<file path="config.mk">
export PLATFORM = sky130hd
export DESIGN_NAME = slbo_cell
export DESIGN_NICKNAME = d
export VERILOG_FILES = /design/src/rtl/slbo_pkg.sv /design/src/rtl/slbo_cell.sv
export SDC_FILE = /design/constraint.sdc
export NUM_CORES = 1
export LEC_CHECK = 0
export ABC_AREA = 0
export BUFFER_PORTS_ARGS = -buffer_cell sky130_fd_sc_hd__buf_2
export CORE_MARGIN = 5
export CORE_UTILIZATION = 30
export DETAILED_ROUTE_END_ITERATION = 8
export PLACE_DENSITY = 0.59
export RECOVER_POWER = 25
export SLEW_MARGIN = 0
export SYNTH_ARGS = -nofsm -noshare
export SYNTH_HDL_FRONTEND = slang
export SYNTH_SLANG_ARGS = --single-unit
</file>
<file path="constraint.sdc">
create_clock -name i_clk -period 5.1 [get_ports i_clk]
set_clock_uncertainty 0.2 [all_clocks]
set_input_delay 0.51 -clock i_clk [delete_from_list [all_inputs] [get_ports i_clk]]
set_output_delay 0.51 -clock i_clk [all_outputs]
set_load 0.02 [all_outputs]
</file>
<file path="src/rtl/slbo_pkg.sv">
// Package for the slot list with box overlap query unit.
// Holds the box type, cell control types, state and command codes.
// No dependencies.
`timescale 1ns / 1ps
package slbo_pkg;

    localparam int SLOTS_DEF = 64;

    localparam logic [2:0] CMD_INSERT = 3'd0;
    localparam logic [2:0] CMD_REMOVE = 3'd1;
    localparam logic [2:0] CMD_MOVE   = 3'd2;
    localparam logic [2:0] CMD_QUERY  = 3'd3;
    localparam logic [2:0] CMD_CRESET = 3'd4;
    localparam logic [2:0] CMD_CNEXT  = 3'd5;

    localparam logic [1:0] ST_OK       = 2'd0;
    localparam logic [1:0] ST_FULL     = 2'd1;
    localparam logic [1:0] ST_NOT_LIVE = 2'd2;

    typedef struct packed {
        logic signed [15:0] x;
        logic signed [15:0] y;
        logic [11:0]        hw;
        logic [11:0]        hh;
    } t_box;

    typedef enum logic [2:0] {
        CELL_HOLD,
        CELL_ROTATE,
        CELL_COMPACT,
        CELL_WRITE,
        CELL_MOVE
    } t_cell_op;

    typedef struct packed {
        t_cell_op op;
        logic     phase;
    } t_cell_ctl;

    typedef enum logic [3:0] {
        S_IDLE,
        S_INS_SCAN,
        S_REM_PASS,
        S_COMPACT,
        S_MOVE_WR,
        S_QRY_FIND,
        S_QRY_WALK,
        S_CNEXT_PASS,
        S_DONE
    } t_state;

endpackage

</file>
<file path="src/rtl/slbo_cell.sv">
// One list position of the slot list: valid flag, slot number and box.
// Rotates, compacts, loads and moves under control from the top level.
// Depends on slbo_pkg.
`timescale 1ns / 1ps
module slbo_cell #(
    parameter int PW    = 6,
    parameter int INDEX = 0
) (
    input  logic                 i_clk,
    input  logic                 i_rst_n,
    input  slbo_pkg::t_cell_ctl  i_ctl,
    input  logic [PW-1:0]        i_key,
    input  logic [PW-1:0]        i_wr_pos,
    input  slbo_pkg::t_box       i_wr_box,
    input  logic                 i_r_valid,
    input  logic [PW-1:0]        i_r_id,
    input  slbo_pkg::t_box       i_r_box,
    input  logic                 i_l_valid,
    output logic                 o_valid,
    output logic [PW-1:0]        o_id,
    output slbo_pkg::t_box       o_box
);
    import slbo_pkg::*;

    localparam logic ODD = 1'(INDEX % 2);

    logic          r_valid;
    logic [PW-1:0] r_id;
    t_box          r_box;
    logic          n_valid;
    logic [PW-1:0] n_id;
    t_box          n_box;

    always_comb begin
        n_valid = r_valid;
        n_id    = r_id;
        n_box   = r_box;
        unique case (i_ctl.op)
            CELL_ROTATE: begin
                n_valid = i_r_valid;
                n_id    = i_r_id;
                n_box   = i_r_box;
            end
            CELL_COMPACT: begin
                if (i_ctl.phase == ODD) begin
                    if (!r_valid && i_r_valid) begin
                        n_valid = 1'b1;
                        n_id    = i_r_id;
                        n_box   = i_r_box;
                    end
                end else if (!i_l_valid && r_valid) begin
                    n_valid = 1'b0;
                end
            end
            CELL_WRITE: begin
                if (i_wr_pos == PW'(INDEX)) begin
                    n_valid = 1'b1;
                    n_id    = i_key;
                    n_box   = i_wr_box;
                end
            end
            CELL_MOVE: begin
                if (r_valid && r_id == i_key) begin
                    n_box.x = i_wr_box.x;
                    n_box.y = i_wr_box.y;
                end
            end
            default: begin
            end
        endcase
    end

    always_ff @(posedge i_clk) begin
        if (!i_rst_n) begin
            r_valid <= 1'b0;
        end else begin
            r_valid <= n_valid;
        end
    end

    always_ff @(posedge i_clk) begin
        r_id  <= n_id;
        r_box <= n_box;
    end

    assign o_valid = r_valid;
    assign o_id    = r_id;
    assign o_box   = r_box;

endmodule

</file>
==> metrics.md, run 1 <==
| Metric | Value |
|---|---|
| Status | `complete, no violations` |
| Clock root cell | `clkbuf_8` |
| Initial antenna violation count | `0` |
| Met2 GRT Util | `18.59%` |
| Num Clock Sinks | `63` |
| Post-synth EDFFs | `62` |
| Worst Path Class, Setup | `input pin to flop` |
| Reg2reg start | `o_id[5]$_DFFE_PP_` |
| Max-slew violation count | `0` |
| Max Freq | `439.9 MHz` |
| Headroom to the max-slew limit | `34.19%` |
| Later-pin clock latency in the skew report | `0.33 ns` |
| DR vias | `2,182` |
| Vias per Instance | `4.287` |
| Average cell area after synthesis | `19.30 um2` |
| GR Layer Usage met1 | `13.89%` |
| Top cells by area, synth | `edfxtp_1, mux2_4, buf_12, xor2_1, buf_6` |
| Hold/Removal Path Class | `input pin to flop` |
| Met3 Use GR | `6.685%` |
| Crit path launch | `i_wr_pos[3]` |
| DP Wirelength | `6.028 mm` |
| Row count | `37` |
| Post-synth top area share | `59.54%` |
| Antenna viol nets, final | `0` |
| Total design power | `1.376 mW` |
| Clk buf depth | `2` |
| Setup crit end kind | `flop` |
| Maximum vdd drop | `0.1444 mV` |
| PortBufs | `200` |
| Share of post-route cells with drive strength above 1 | `64.08%` |
| Leading area contributor after synthesis | `edfxtp_1` |
| CP max-delay cell | `a21oi_4` |
| Hold Crit Start | `i_rst_n` |
| Setup Buffers After CTS | `0` |
| Total grt overflow | `0` |
| Final GP Congestion | `0.8244` |
| Top_reg_cell synth | `edfxtp_1` |
| Syn. warnings | `0` |
| Combinational share of power | `18.9%` |
| Switching Power | `0.3528 mW` |
| Area occupied by multi-input gates | `0.001152 mm2` |
| Fin area | `0.004385 mm2` |
| DP Area | `0.004224 mm2` |
| Vias in the first global route | `2,361` |
| Synth Instances | `162` |
| Hold-fix buffers, CTS | `0` |
| Clock transition at path regs | `0.07 ns` |
| Period utilization | `44.57%` |
| Clock share of power | `34.6%` |
| First-pass GRT wire length | `11.90 mm` |
| CP required | `4.86 ns` |
| FFs w/ async S/R, synth | `0%` |
| Routed len/inst | `15.25 um` |
| Critical Path AT | `2.03 ns` |
| Synth cell count leaders | `edfxtp_1, mux2_4, xor2_1` |
| Buf+Inv Stages, Crit Path | `1` |
| Drt total wl | `7.761 mm` |
| Die span in y | `112.1 um` |
| Final setup fails | `0` |
| Initial DRC Count | `39` |
| Ports | `201` |
| Final hold violations | `0` |
| # resized after CTS | `0` |
| Initial Util | `30.56%` |
| DIE WIDTH | `112.1 um` |
| Reg area | `0.001882 mm2` |
| RSZ-0062 raised after global routing | `false` |
| Sw Ratio | `25.64%` |
| Count of cell types in the netlist | `23` |
| DR pass1 iterations | `4` |
| Worst-path fanout max | `30` |
| Syn Nets | `300` |
| Synthesized flop and latch total | `63` |
| Pint | `1.023 mW` |
| Post-route setup TNS | `0 ns` |
| Worst R2R Setup Slack | `2.94 ns` |
| Full die area | `0.01256 mm2` |
| TritonCTS Buffers | `9` |
| Area delta synth->final | `40.26%` |
| Top delay family on crit path | `compound AO/OA/AOI/OAI gates` |
| Seq pwr share | `46.4%` |
| Final #Nets | `506` |
| Cell area after synthesis | `0.003127 mm2` |
| Max cap viols | `0` |
| FILL cells | `994` |
| Crit-path cells | `buf_2 -> nor4_1 -> and3_1 -> a31oi_1 -> a21oi_4` |
| Total GRT Usage | `12.03%` |
| Post-synthesis sequential area ratio | `60.18%` |
| DRC viols | `0` |
| CTS HTree Levels | `3` |
| Core Area | `0.01023 mm2` |
| P_leak | `1.996 nW` |
| Worst Tran Pin Value | `0.9837 ns` |
| Final Critical Period | `2.273 ns` |
| Crit path largest cell delay | `0.80 ns` |
| Final core occ | `42.86%` |
| Largest net degree at the start of global routing | `33` |
| Most common cell in the netlist | `edfxtp_1` |
| ANT cells | `0` |
| Crit path launch type | `input pin` |
| PwrDens | `313.8 mW/mm2` |
| Most used routing layer | `met2` |
| CTS tree | `done` |
## logic make-up after synthesis
group / after synthesis / synth area share (%)
buffers and inverters: 8 / 3.481
DFF: 63 / 60.18
AOI/OAI and AO/OA: 9 / 2.281
xor gates and xnor gates: 6 / 1.681
and+or+nand+nor: 14 / 2.841
muxes: 62 / 29.53
## area by class of cell
cell class / count / area share [%]
sequential: 63 / 42.91
multi-input combinational: 91 / 26.28
timing repair buffer: 202 / 21.83
tap: 136 / 3.880
clock buffer: 9 / 2.825
clock inverter: 7 / 2.197
inverter: 1 / 0.08559
## cells in the final DEF (no fill, tap or decap), types with 3 or more instances in the layout
master      Yosys  final
clkinvlp_4      0      3
xor2_1          6      6
nand4_1         3      3
edfxtp_1       62     62
nor2_1          4      4
buf_2           0    153
a31oi_1         3      3
clkbuf_1        0     47
mux2_4         60     60
clkbuf_8        0      9
## sequential cells by signal (all words and copies together) (netlist names)
register	flops
o_box	56
o_id	6
o_valid	1
## worst reg2reg max path, stage by stage, from the launching register on
cell and delay [ns]:
edfxtp_1 0.41, xor2_1 0.16, nor4_1 0.35, nand4_1 0.16
a22oi_2 0.14, buf_4 0.38
## path summary, 6_finish.rpt
| check | to | depth (start not counted) |
|---|---|---|
| worst max register to register | o_box[29]$_DFFE_PP_ | 5 |
| worst min register to register | o_valid$_SDFFE_PN0P_ | 3 |
| worst min-delay path | o_valid$_SDFFE_PN0P_ | 2 |
| worst max-delay path | o_box[12]$_DFFE_PP_ | 5 |
## power by group through the flow
| stage | Clock (mW) | Sequential (mW) | Combinational, mW |
|---|---|---|---|
| detailed placement | 0 | 0.650 | 0.274 |
| global route | 0.524 | 0.644 | 0.282 |
| floorplan | 0 | 0.710 | 0.104 |
| finish | 0.477 | 0.639 | 0.261 |
| CTS | 0.495 | 0.638 | 0.275 |
| global placement | 0 | 0.648 | 0.271 |
## through the flow
step / hold WS [ns] / cells / setup WS [ns]
after floorplan: 0.4275 / 162 / 1.761
after global placement: 0.4614 / 493 / 2.490
after detailed placement: 0.4816 / 493 / 2.412
after CTS: 0.1684 / 509 / 2.799
after global routing: 0.1745 / 509 / 2.621
final: 0.1839 / 509 / 2.827
## routing by layer
metal  wire length (um)  vias to the layer above
met1               3039                      986
li1                   -                     1047
met5                  0                        -
met2               3541                      136
met4                186                        0
met3                994                       13
(Power assumes the default switching activity.)
==> run 2: changes to the inputs <==
--- a/config.mk
+++ b/config.mk
@@ -10,7 +10,7 @@
 export CORE_MARGIN = 5
 export CORE_UTILIZATION = 30
 export DETAILED_ROUTE_END_ITERATION = 8
-export PLACE_DENSITY = 0.59
+export PLACE_DENSITY = 0.61
 export RECOVER_POWER = 25
 export SLEW_MARGIN = 0
 export SYNTH_ARGS = -nofsm -noshare
==> constraint.sdc (replaced) <==
create_clock -name i_clk -period 1.95 [get_ports i_clk]
set_clock_uncertainty 0.2 [all_clocks]
set_input_delay 0.195 -clock i_clk [delete_from_list [all_inputs] [get_ports i_clk]]
set_output_delay 0.195 -clock i_clk [all_outputs]
set_load 0.02 [all_outputs]
==> metrics.md, run 2 <==
| Metric | Value |
|---|---|
| PortBufs | `200` |
| Synth cell count leaders | `edfxtp_1, mux2_4, xor2_1` |
| FFs w/ async S/R, synth | `0%` |
| Clock root cell | `clkbuf_8` |
| Post-synth EDFFs | `62` |
| Syn. warnings | `0` |
| Clk buf depth | `2` |
| Synth Instances | `162` |
| Post-synthesis sequential area ratio | `60.18%` |
| Leading area contributor after synthesis | `edfxtp_1` |
| Stopping stage | `clock tree synthesis (4_1_cts)` |
| DP Wirelength | `6.114 mm` |
| Ports | `201` |
| Die span in y | `112.1 um` |
| Err | `[ERROR RSZ-0060] Max buffer count reached.` |
| Syn Nets | `300` |
| Row count | `37` |
| CTS HTree Levels | `3` |
| DIE WIDTH | `112.1 um` |
| Final GP Congestion | `0.8284` |
| Post-synth top area share | `59.54%` |
| Hold-fix buffers, CTS | `104` |
| Num Clock Sinks | `63` |
| Most common cell in the netlist | `edfxtp_1` |
| Count of cell types in the netlist | `23` |
| TritonCTS Buffers | `9` |
| Average cell area after synthesis | `19.30 um2` |
| Cell area after synthesis | `0.003127 mm2` |
| Initial Util | `30.56%` |
| Setup Buffers After CTS | `1` |
| Top_reg_cell synth | `edfxtp_1` |
| Status | `did not finish` |
| Top cells by area, synth | `edfxtp_1, mux2_4, buf_12, xor2_1, buf_6` |
| Synthesized flop and latch total | `63` |
| # resized after CTS | `3` |
## run 2: cells by family after synthesis
kind of cell / synth area share, %
flip-flops: 60.18
AND/OR/NAND/NOR: 2.841
buffers and inverters: 3.481
multiplexers: 29.53
AO/OA/AOI/OAI: 2.281
XOR/XNOR: 1.681
## run 2: through the flow
stage	std cells	cell area [um2]	setup WS, ns
floorplan	162	3136	-0.6684
detailed placement	496	4297	-0.03647
global placement	496	4297	0.01356
==> run 3: changes to the inputs <==
--- a/config.mk
+++ b/config.mk
@@ -8,9 +8,9 @@
 export ABC_AREA = 0
 export BUFFER_PORTS_ARGS = -buffer_cell sky130_fd_sc_hd__buf_2
 export CORE_MARGIN = 5
-export CORE_UTILIZATION = 30
+export CORE_UTILIZATION = 20
 export DETAILED_ROUTE_END_ITERATION = 8
-export PLACE_DENSITY = 0.61
+export PLACE_DENSITY_LB_ADDON = 0.15
 export RECOVER_POWER = 25
 export SLEW_MARGIN = 0
 export SYNTH_ARGS = -nofsm -noshare
==> constraint.sdc (replaced) <==
create_clock -name i_clk -period 2.5 [get_ports i_clk]
set_clock_uncertainty 0.2 [all_clocks]
set_input_delay 0.25 -clock i_clk [delete_from_list [all_inputs] [get_ports i_clk]]
set_output_delay 0.25 -clock i_clk [all_outputs]
set_load 0.02 [all_outputs]
==> metrics.md, run 3 (same netlist as run 1, synthesis figures left out) <==
| Metric | Value |
|---|---|
| Core Area | `0.01526 mm2` |
| P_leak | `2.081 nW` |
| DP Area | `0.004403 mm2` |
| Most frequent cells in the layout | `buf_2, edfxtp_1, mux2_4` |
| Reg2reg start | `o_id[5]$_DFFE_PP_` |
| Ports | `201` |
| Max reg flops | `56` |
| DR vias | `2,142` |
| First-pass GRT wire length | `12.14 mm` |
| Routed len/inst | `13.98 um` |
| Total GRT Usage | `8.795%` |
| Antenna viol nets, final | `0` |
| TritonCTS Buffers | `9` |
| Clock transition at path regs | `0.05 ns` |
| Max cap viols | `0` |
| Reg2reg path depth | `5` |
| DIE WIDTH | `135.0 um` |
| Setup crit end | `o_box[1]$_DFFE_PP_` |
| Full die area | `0.01823 mm2` |
| Total design power | `3.000 mW` |
| Vias in the first global route | `2,331` |
| Headroom to the max-slew limit | `68.75%` |
| Die span in y | `135.0 um` |
| Reg-to-Reg End | `o_box[33]$_DFFE_PP_` |
| Fin area | `0.004652 mm2` |
| Period utilization | `81.18%` |
| Most common cell after layout, fill and taps aside | `buf_2` |
| Critical Path AT | `1.90 ns` |
| Initial antenna violation count | `0` |
| ANT cells | `0` |
| Worst Tran Pin Value | `0.4687 ns` |
| Max-slew violation count | `0` |
| Share of post-route cells with drive strength above 1 | `62.86%` |
| Final GP Congestion | `0.7572` |
| Hold/Removal Path Class | `input pin to flop` |
| DP Cell Count | `571` |
| Final setup fails | `0` |
| CTS tree | `done` |
| Crit path launch | `i_ctl[1]` |
| Hold slack | `0.02303 ns` |
| Worst Path Class, Setup | `input pin to flop` |
| Final hold violations | `0` |
| Drt total wl | `8.222 mm` |
| Vias per Instance | `3.643` |
| PortBufs | `200` |
| DRC viols | `0` |
| Final Critical Period | `2.030 ns` |
| Status | `complete, no violations` |
| Worst-path fanout max | `9` |
| CTS HTree Levels | `3` |
| CP required | `2.37 ns` |
| Final #Nets | `513` |
| Placement Setup Slack | `0.4872 ns` |
| Initial Util | `20.49%` |
| Maximum vdd drop | `0.3169 mV` |
| Clk buf depth | `2` |
| Largest net degree at the start of global routing | `33` |
| Setup crit end kind | `flop` |
| Post-route setup TNS | `0 ns` |
| DP Wirelength | `6.526 mm` |
| Final WS setup | `0.4704 ns` |
| Area delta synth->final | `48.78%` |
| Finished Layout Cells | `588` |
| Initial DRC Count | `32` |
| Final core occ | `30.49%` |
| Total grt overflow | `0` |
| Num Clock Sinks | `63` |
| Worst R2R Setup Slack | `0.55 ns` |
| Clock root cell | `clkbuf_16` |
| PwrDens | `644.8 mW/mm2` |
| RSZ-0062 raised after global routing | `false` |
| Later-pin clock latency in the skew report | `0.32 ns` |
| Max Freq | `492.7 MHz` |
| Row count | `45` |
| Crit path launch type | `input pin` |
| DR pass1 iterations | `3` |
[run 3: timing repair]
| action | CTS | global route |
|---|---|---|
| endpoints found under the hold margin | 3 | 0 |
| resized for setup | 0 | 0 |
| hold buffers | 4 | 0 |
| setup buffers | 0 | 0 |
[run 3: final cells by class]
type                       count  area, um2
fill                        1587      10610
sequential                    63       1882
multi-input combinational     91       1152
timing repair buffer         209       1082
tap                          211      264.0
clock buffer                  11      232.7
clock inverter                 2      35.03
inverter                       1      3.754
[run 3: power breakdown]
group / switching (mW) / total [mW] / internal [mW]
Clock: 0.392 / 1.14 / 0.751
Sequential: 0.0261 / 1.30 / 1.28
Combinational: 0.287 / 0.554 / 0.267
[run 3: routing by layer]
metal  global-route usage, %  wire length [um]
met1                   9.309              3186
met5                       0                 0
met4                   3.191               106
met3                   7.675              1563
met2                   12.67              3366
[run 3: worst min-delay path by stage]
stage,startpoint,end,slack [ns],cells after the start
2_1_floorplan,i_rst_n,o_valid$_SDFFE_PN0P_,0.17,1
3_3_place_gp,i_rst_n,o_valid$_SDFFE_PN0P_,0.26,2
3_5_place_dp,i_rst_n,o_valid$_SDFFE_PN0P_,0.27,2
4_1_cts,i_wr_box[5],o_box[5]$_DFFE_PP_,0.0005,2
5_1_grt,i_r_box[19],o_box[19]$_DFFE_PP_,0.0009,2
6_report,i_wr_box[5],o_box[5]$_DFFE_PP_,0.02,2
[run 3: worst max-delay path, cell delays in order]
cell	delay [ns]
clkbuf_1	0.36
nand2_2	0.35
mux2_4	0.38
dlygate4sd3_1	0.55
==> run 4: changes to the inputs <==
==> constraint.sdc (replaced) <==
create_clock -name i_clk -period 1.65 [get_ports i_clk]
set_clock_uncertainty 0.2 [all_clocks]
set_input_delay 0.165 -clock i_clk [delete_from_list [all_inputs] [get_ports i_clk]]
set_output_delay 0.165 -clock i_clk [all_outputs]
set_load 0.02 [all_outputs]
==> metrics.md, run 4 <==
| Metric | Value |
|---|---|
| Setup Buffers After CTS | `0` |
| Synth Instances | `162` |
| Synth cell count leaders | `edfxtp_1, mux2_4, xor2_1` |
| Num Clock Sinks | `63` |
| Hold-fix buffers, CTS | `119` |
| Syn. warnings | `0` |
| Most common cell in the netlist | `edfxtp_1` |
| Final GP Congestion | `0.7198` |
| Err | `[ERROR RSZ-0060] Max buffer count reached.` |
| Post-synth EDFFs | `62` |
| FFs w/ async S/R, synth | `0%` |
| Average cell area after synthesis | `19.30 um2` |
| CTS HTree Levels | `3` |
| Leading area contributor after synthesis | `edfxtp_1` |
| Status | `did not finish` |
| Row count | `45` |
| Die span in y | `135.0 um` |
| Ports | `201` |
| DP Wirelength | `6.618 mm` |
| Clock root cell | `clkbuf_16` |
| Initial Util | `20.49%` |
| Synthesized flop and latch total | `63` |
| Clk buf depth | `2` |
| PortBufs | `200` |
| DIE WIDTH | `135.0 um` |
| # resized after CTS | `1` |
| Top cells by area, synth | `edfxtp_1, mux2_4, buf_12, xor2_1, buf_6` |
| Placement Setup Slack | `-0.3658 ns` |
| Cell area after synthesis | `0.003127 mm2` |
| Post-synthesis sequential area ratio | `60.18%` |
| Syn Nets | `300` |
| TritonCTS Buffers | `9` |
| Top_reg_cell synth | `edfxtp_1` |
| Count of cell types in the netlist | `23` |
| Post-synth top area share | `59.54%` |
| Stopping stage | `clock tree synthesis (4_1_cts)` |
| DP Area | `0.004483 mm2` |
## run 4: cell counts after synthesis
No cell type changed its count.
## run 4: logic make-up after synthesis
kind of cell,synth area share (%)
compound gates,2.281
xor+xnor,1.681
buf+inv,3.481
simple gates,2.841
mux,29.53
flops,60.18
## run 4: per-stage QoR
| stage | cells | TNS, ns |
|---|---|---|
| 3_5_place_dp | 580 | -16.82 |
| 3_3_place_gp | 580 | -16.70 |
| 2_1_floorplan | 162 | -36.60 |
